==> src/rtl/core/sle_pkg.sv <==
package sle_pkg;

  // Default number of list cells.
  localparam int unsigned SleDepth = 16;

  // Field widths of the request and result channels.
  localparam int unsigned OpW     = 3;
  localparam int unsigned ValueW  = 32;
  localparam int unsigned CountW  = 5;
  localparam int unsigned StatusW = 2;

  typedef enum logic [OpW-1:0] {
    OP_INSERT = 3'd0,
    OP_REMOVE = 3'd1,
    OP_SEARCH = 3'd2,
    OP_POP    = 3'd3,
    OP_CLEAR  = 3'd4
  } op_e;

  typedef enum logic [StatusW-1:0] {
    ST_OK    = 2'd0,
    ST_FULL  = 2'd1,
    ST_MISS  = 2'd2,
    ST_EMPTY = 2'd3
  } status_e;

  // Command broadcast to every cell for one accepted request.
  typedef struct packed {
    logic                     insert;
    logic                     remove;
    logic                     pop;
    logic                     clear;
    logic signed [ValueW-1:0] key;
  } cmd_t;

  // What a cell shows to its neighbors and to the top level.
  typedef struct packed {
    logic signed [ValueW-1:0] entry;
    logic                     valid;
    logic                     place;  // Empty or larger than the key.
    logic                     eq;     // Holds a value equal to the key.
  } link_t;

endpackage

==> src/rtl/core/sle_if.sv <==
interface sle_req_if;
  logic                                 valid;
  logic                                 ready;
  logic        [sle_pkg::OpW-1:0]       operation;
  logic signed [sle_pkg::ValueW-1:0]    value;

  modport source (output valid, output operation, output value, input ready);
  modport sink   (input valid, input operation, input value, output ready);
endinterface

interface sle_res_if;
  logic                                 valid;
  logic                                 ready;
  logic                                 found;
  logic signed [sle_pkg::ValueW-1:0]    minimum;
  logic        [sle_pkg::CountW-1:0]    count;
  logic                                 empty_res;
  logic        [sle_pkg::StatusW-1:0]   status;

  modport source (output valid, output found, output minimum, output count,
                  output empty_res, output status, input ready);
  modport sink   (input valid, input found, input minimum, input count,
                  input empty_res, input status, output ready);
endinterface

==> src/rtl/core/sorted_list_engine_top.sv <==
// Sorted list engine: keeps up to DEPTH signed 32-bit values in ascending
// order in a row of cells, each holding one value. A request is accepted in
// every cycle in which the result register is empty or its result is being
// taken; every cell compares its value against the request key in parallel
// and shifts in from a neighbor in the same cycle, so the result of a request
// appears in the result register on the next cycle. The result shows the
// list state after the request: minimum, count, empty flag, plus found and
// status for the request itself.
module sorted_list_engine_top #(
  parameter int unsigned DEPTH = sle_pkg::SleDepth
) (
  input  logic          clk_i,
  input  logic          rst_ni,
  sle_req_if.sink       req_i,
  sle_res_if.source     res_o
);
  import sle_pkg::*;

  localparam int unsigned OccW = $clog2(DEPTH + 1);

  link_t                links [DEPTH];
  link_t                boundary;
  cmd_t                 cmd;
  logic [DEPTH-1:0]     eq_vec;
  logic                 accept;
  logic                 found;
  logic                 full;
  logic                 found_d, found_q;
  status_e              status_d, status_q;
  logic                 res_valid_q;
  logic [OccW-1:0]      occ_q, occ_d;

  assign boundary = '{entry: '0, valid: 1'b0, place: 1'b0, eq: 1'b0};

  // Handshake: accept whenever the result slot is free or being drained.
  assign req_i.ready = !res_valid_q || res_o.ready;
  assign accept      = req_i.valid && req_i.ready;

  // Gather the per-cell match flags.
  always_comb begin
    for (int i = 0; i < DEPTH; i++) begin
      eq_vec[i] = links[i].eq;
    end
  end
  assign found = |eq_vec;
  assign full  = links[DEPTH-1].valid;

  // Decode the request into the command broadcast to the cells.
  always_comb begin
    cmd.insert = 1'b0;
    cmd.remove = 1'b0;
    cmd.pop    = 1'b0;
    cmd.clear  = 1'b0;
    cmd.key    = req_i.value;
    found_d    = 1'b0;
    status_d   = ST_OK;
    case (req_i.operation)
      OP_INSERT: begin
        cmd.insert = accept && !full;
        status_d   = full ? ST_FULL : ST_OK;
      end
      OP_REMOVE: begin
        cmd.remove = accept && found;
        found_d    = found;
        status_d   = found ? ST_OK : ST_MISS;
      end
      OP_SEARCH: begin
        found_d  = found;
        status_d = found ? ST_OK : ST_MISS;
      end
      OP_POP: begin
        cmd.pop  = accept && links[0].valid;
        status_d = links[0].valid ? ST_OK : ST_EMPTY;
      end
      OP_CLEAR: begin
        cmd.clear = accept;
      end
      default: begin
        status_d = ST_OK;
      end
    endcase
  end

  // Row of cells, each linked to both neighbors.
  for (genvar g = 0; g < DEPTH; g++) begin : g_cell
    link_t left_l;
    link_t right_l;
    if (g == 0) begin : g_first
      assign left_l = boundary;
    end else begin : g_mid_l
      assign left_l = links[g-1];
    end
    if (g == DEPTH - 1) begin : g_last
      assign right_l = boundary;
    end else begin : g_mid_r
      assign right_l = links[g+1];
    end
    sle_cell u_cell (
      .clk_i   (clk_i),
      .rst_ni  (rst_ni),
      .cmd_i   (cmd),
      .left_i  (left_l),
      .right_i (right_l),
      .cell_o  (links[g])
    );
  end

  // Occupancy counter follows the cell activity.
  always_comb begin
    occ_d = occ_q;
    if (cmd.clear) begin
      occ_d = '0;
    end else if (cmd.insert) begin
      occ_d = occ_q + OccW'(1);
    end else if (cmd.remove || cmd.pop) begin
      occ_d = occ_q - OccW'(1);
    end
  end

  always_ff @(posedge clk_i or negedge rst_ni) begin
    if (!rst_ni) begin
      occ_q       <= '0;
      res_valid_q <= 1'b0;
      found_q     <= 1'b0;
      status_q    <= ST_OK;
    end else begin
      occ_q <= occ_d;
      if (accept) begin
        res_valid_q <= 1'b1;
        found_q     <= found_d;
        status_q    <= status_d;
      end else if (res_o.ready) begin
        res_valid_q <= 1'b0;
      end
    end
  end

  // The list cannot change while a result waits, so state fields read live.
  assign res_o.valid     = res_valid_q;
  assign res_o.found     = found_q;
  assign res_o.status    = status_q;
  assign res_o.minimum   = links[0].valid ? links[0].entry : '0;
  assign res_o.count     = CountW'(occ_q);
  assign res_o.empty_res = (occ_q == '0);

endmodule

==> src/rtl/core/sle_cell.sv <==
module sle_cell (
  input  logic           clk_i,
  input  logic           rst_ni,
  input  sle_pkg::cmd_t  cmd_i,
  input  sle_pkg::link_t left_i,
  input  sle_pkg::link_t right_i,
  output sle_pkg::link_t cell_o
);
  import sle_pkg::*;

  logic signed [ValueW-1:0] entry_q, entry_d;
  logic                     valid_q, valid_d;
  logic                     place;
  logic                     ge;

  // Compare the stored value against the broadcast key.
  assign place = !valid_q || ($signed(entry_q) > $signed(cmd_i.key));
  assign ge    = valid_q && ($signed(entry_q) >= $signed(cmd_i.key));

  assign cell_o.entry = entry_q;
  assign cell_o.valid = valid_q;
  assign cell_o.place = place;
  assign cell_o.eq    = valid_q && (entry_q == cmd_i.key);

  // Next content: clear, take the key, shift from the left, or shift from the right.
  always_comb begin
    entry_d = entry_q;
    valid_d = valid_q;
    if (cmd_i.clear) begin
      valid_d = 1'b0;
    end else if (cmd_i.insert) begin
      if (place && !left_i.place) begin
        entry_d = cmd_i.key;
        valid_d = 1'b1;
      end else if (place) begin
        entry_d = left_i.entry;
        valid_d = left_i.valid;
      end
    end else if (cmd_i.pop || (cmd_i.remove && ge)) begin
      entry_d = right_i.entry;
      valid_d = right_i.valid;
    end
  end

  always_ff @(posedge clk_i or negedge rst_ni) begin
    if (!rst_ni) begin
      valid_q <= 1'b0;
    end else begin
      valid_q <= valid_d;
    end
  end

  // Payload needs no reset; it is only read while the valid bit is set.
  always_ff @(posedge clk_i) begin
    entry_q <= entry_d;
  end

endmodule
==> src/flat_wrapper.sv <==
// flat-port wrapper written by rule: the top's interface ports become plain ports
module sorted_list_engine_top_flat import sle_pkg::*;
#(
  parameter int unsigned DEPTH = sle_pkg::SleDepth
)
  (clk_i, rst_ni, req_i_valid, req_i_operation, req_i_value, req_i_ready, res_o_valid, res_o_found, res_o_minimum, res_o_count, res_o_empty_res, res_o_status, res_o_ready);
  sle_req_if req_i_i ();
  sle_res_if res_o_i ();
  input  logic clk_i;
  input  logic rst_ni;
  input wire logic [$bits(req_i_i.valid)-1:0] req_i_valid;
  input wire logic [$bits(req_i_i.operation)-1:0] req_i_operation;
  input wire logic [$bits(req_i_i.value)-1:0] req_i_value;
  output wire logic [$bits(req_i_i.ready)-1:0] req_i_ready;
  output wire logic [$bits(res_o_i.valid)-1:0] res_o_valid;
  output wire logic [$bits(res_o_i.found)-1:0] res_o_found;
  output wire logic [$bits(res_o_i.minimum)-1:0] res_o_minimum;
  output wire logic [$bits(res_o_i.count)-1:0] res_o_count;
  output wire logic [$bits(res_o_i.empty_res)-1:0] res_o_empty_res;
  output wire logic [$bits(res_o_i.status)-1:0] res_o_status;
  input wire logic [$bits(res_o_i.ready)-1:0] res_o_ready;
  assign req_i_i.valid = req_i_valid;
  assign req_i_i.operation = req_i_operation;
  assign req_i_i.value = req_i_value;
  assign req_i_ready = req_i_i.ready;
  assign res_o_valid = res_o_i.valid;
  assign res_o_found = res_o_i.found;
  assign res_o_minimum = res_o_i.minimum;
  assign res_o_count = res_o_i.count;
  assign res_o_empty_res = res_o_i.empty_res;
  assign res_o_status = res_o_i.status;
  assign res_o_i.ready = res_o_ready;
  sorted_list_engine_top #(.DEPTH(DEPTH)) u_core (.clk_i(clk_i), .rst_ni(rst_ni), .req_i(req_i_i), .res_o(res_o_i));
endmodule
==> config.mk <==
export PLATFORM = sky130hd
export DESIGN_NAME = sorted_list_engine_top_flat
export DESIGN_NICKNAME = d
export VERILOG_FILES = /design/src/rtl/core/sle_pkg.sv /design/src/rtl/core/sle_if.sv /design/src/rtl/core/sorted_list_engine_top.sv /design/src/rtl/core/sle_cell.sv /design/src/flat_wrapper.sv
export SDC_FILE = /design/constraint.sdc
export NUM_CORES = 2
export LEC_CHECK = 0
export BUFFER_PORTS_ARGS = -buffer_cell sky130_fd_sc_hd__buf_2
export CAP_MARGIN = 25
export CORE_ASPECT_RATIO = 2
export CORE_MARGIN = 8
export CORE_UTILIZATION = 52
export DETAILED_ROUTE_END_ITERATION = 12
export GPL_TIMING_DRIVEN = 0
export HOLD_SLACK_MARGIN = 0.12
export PLACE_DENSITY = 0.7
export SLEW_MARGIN = 10
export SYNTH_ARGS = -nofsm -noshare
export SYNTH_HDL_FRONTEND = slang
export SYNTH_SLANG_ARGS = --single-unit
==> constraint.sdc <==
create_clock -name clk_i -period 13.7 [get_ports clk_i]
set_input_delay 2.74 -clock clk_i [delete_from_list [all_inputs] [get_ports clk_i]]
set_output_delay 2.74 -clock clk_i [all_outputs]
set_load 0.02 [all_outputs]
==> run_results.csv <==
group,metric,value,unit
routing,dr.pass1.iters,5,
global_routing,gr-total-overflow,0,
pwr,share_seq_of_total_power,0.431,
cts,path_clk_slew,70,ps
routing,ant_nets,0,
yosys,ys_seq_area_frac,0.415,
cts,cts_buffer_depth,3,
setup_path,critPathBufInv,5,
global_routing,grt_max_degree,33,
sta,fmax,0.121,GHz
sta,tightestPinTransition,1130,ps
setup_path,critPathTopFamily,"simple AND/OR/NAND/NOR gates",
routing,dr.first_iter.drc_count,2910,
setup_path,start_kind,"input pin",
sta,rsz0062_at_grt,"no",
setup_path,critical_path.cell_chain,"clkbuf_1 > inv_1 > ha_1 > nand4_1 > nor4_1 > nand4_1 > nand4_1 > nor4_4 > buf_6 > nor2_8 > buf_4 > nand3_1 > a221oi_4 > buf_16",
floorplanning,die_area,83700,um^2
yosys,synth_area_leader_cell,"edfxtp_1",
yosys,syn_area,38600,um^2
cts,ctsHtreeMaxLevel,2,
floorplanning,start_util,0.523,
sta,layout_setup_ws,5420,ps
setup_path,path_common_cell,"nand4_1",
sta,worst_hold_slack,493,ps
sta,skew,28.5,ps
placed_design,gp_congestion,0.982,
cts,cts_tree,"yes",
global_routing,grt_usage,0.355,
routing,vias,34996,
routing,routed_wl,153000,um
yosys,synth.distinct_cells,77,
final_layout,drive_gt1_frac,0.0537,
setup_path,end_kind,"flop",
setup_path,arrival,8640,ps
placed_design,dpl_worst_slack,5060,ps
sta,fin_crit,8280,ps
pwr,p_sw,1.46,mW
final_layout,area_delta_synth_final,9.88,%
cts,cts_setup_buffers,0,
final_layout,final_net_count,4668,
setup_path,worst_ep_required_time,14060,ps
pwr,internal_power,3.00,mW
pwr,p_clk_frac,0.339,
setup_path,cp_max_fo,17,
routing,via_per_inst,6.87,
floorplanning,ioPinCount,82,
sta,finalHoldViolations,0,
cts,clockRootBuffer,"clkbuf_16",
run_status,run_status,"finished, final reports clean",
pwr,power_density,105,nW/um^2
final_layout,fillCellCount,6706,
sta,slew_headroom,0.241,
global_routing,antenna_found_initial,7,
cts,cts.sinks,537,
placed_design,dp_hpwl,123000,um
yosys,yosys-top-cells-count,"nand2_1, ha_1, edfxtp_1",
cts,cts_made_buffers,52,
pwr,switching_share,0.328,
cts,postCtsHoldBufs,0,
yosys,netlist_instances,3981,
setup_path,cp_slowest_cell,"a221oi_4",
yosys,syn_nets,4536,
sta,setup_tns,0,ps
yosys,synth_top_area_frac,0.398,
routing,post_drt_wl_per_cell,30.1,um
final_layout,stdcell_area,42400,um^2
yosys,yosysWarnings,0,
hold_path,hp-class,"reg2reg",
yosys,synth-seq-cells,537,
routing,drc,0,
global_routing,grt_first_pass_wirelength,221000,um
floorplanning,fp.dieW,209,um
final_layout,register_area,16000,um^2
floorplanning,core,73700,um^2
yosys,synth_most_common_cell,"nand2_1",
floorplanning,rows,141,
pwr,p_leak,16.8,nW
cts,postCtsResizedCells,0,
yosys,synth_edf_count,512,
floorplanning,die_y,401,um
placed_design,postPlaceCellArea,40700,um^2
placed_design,io_buffers,49,
pwr,irDropWorstVdd,0.000105,V
global_routing,grt_pass1_vias,35487,
sta,slew_violations,0,
setup_path,path_class,"in2reg",
sta,finalSetupViolCount,0,
run,drv_cap,0,
yosys,async_flop_share,0.0466,
yosys,postSynthAreaPerCell,9.69,um^2
final_layout,multi_input_area,21400,um^2
pwr,power_frac_comb,0.230,
cts,clock_latency,670,ps
sta,fin_crit_sh,0.604,
yosys,yosys-top-cells-area,"edfxtp_1, ha_1, nand2_1, o211ai_1, mux2i_1",
final_layout,finalCoreUtilization,0.575,
yosys,synth_ff_type,"edfxtp_1",
setup_path,critical-path-max-stage-delay,910,ps
-- per-stage QoR --
step | std cells | power, mW
floorplan | 3981 | 2.61
global placement | 4959 | 2.92
detailed placement | 4985 | 2.95
CTS | 5081 | 4.43
global route | 5084 | 4.59
finish | 5091 | 4.47
-- path summary, 6_finish.rpt --
kind,from,end,slack (ps),cells after the start
setup / recovery,req_i_value[26],u_core.g_cell[5].u_cell.entry_q[27],5420,14
hold / removal,u_core.res_o.status[0],u_core.res_o.status[0],490,2
setup reg to reg,u_core.g_cell[0].u_cell.entry_q[22],u_core.g_cell[5].u_cell.entry_q[27],8420,12
hold reg to reg,u_core.res_o.status[0],u_core.res_o.status[0],490,2
max in group asynchronous,rst_ni,u_core.g_cell[2].u_cell.valid_q,10820,1
min in group asynchronous,rst_ni,u_core.g_cell[10].u_cell.valid_q,2250,1
-- per-layer routing --
layer  GRT usage  up-vias  wire length [um]
met2       0.603     1839             74100
li1            -    15488                 -
met3      0.0549      690             10000
met5           0        -                 0
met4       0.319        0             16500
met1       0.377    16979             52600
-- cell usage in the layout (no fill, tap or decap), types with 102 or more instances in the layout --
cell type,netlist,layout
a21oi_1,264,257
clkbuf_1,190,204
edfxtp_1,512,512
ha_1,515,515
mux2i_1,198,198
nand2_1,635,635
nand3_1,335,335
nand4_1,130,130
nor2_1,105,102
o211ai_1,277,277
o21ai_0,258,257
-- power by group through the flow --
stage / Sequential, mW / Clock, mW / Combinational (mW)
floorplan: 1.94 / 0 / 0.665
CTS: 1.92 / 1.51 / 1.00
global route: 1.93 / 1.55 / 1.10
detailed placement: 1.96 / 0 / 0.996
finish: 1.93 / 1.51 / 1.03
global placement: 1.96 / 0 / 0.958
-- final cells by class --
cell class	instances	share of cell area
inverters	91	0.00806
plain buffers	242	0.0230
well taps	929	0.0274
diodes	7	0.000413
flip-flops and latches	537	0.377
multi-input cells	3111	0.506
repair buffers	78	0.0190
clock inverters	22	0.00446
clock buffers	74	0.0346
-- cell families after synthesis --
| kind of cell | share of synthesized area |
|---|---|
| AO/OA/AOI/OAI | 0.166 |
| XOR/XNOR | 0.00136 |
| adder cells (fa/ha/maj) | 0.167 |
| buffers and inverters | 0.0341 |
| flip-flops | 0.415 |
| multiplexers | 0.0522 |
| AND/OR/NAND/NOR | 0.164 |
-- sequential cells by signal, summed over array words and instances, names as in the netlist --
signal and count:
u_core.g_cell.u_cell.entry_q 512, u_core.g_cell.u_cell.valid_q 16, u_core.res_o.count 5, u_core.res_o.status 2, u_core.res_o.found 1, u_core.res_o.valid 1
-- worst min-delay path, delay by kind of cell (launching register included) --
kind / cells / cell delay (ps)
AND/OR/NAND/NOR: 1 / 50
AO/OA/AOI/OAI: 1 / 60
flip-flops: 1 / 350
Note: power is estimated with default switching activity, not from simulation.
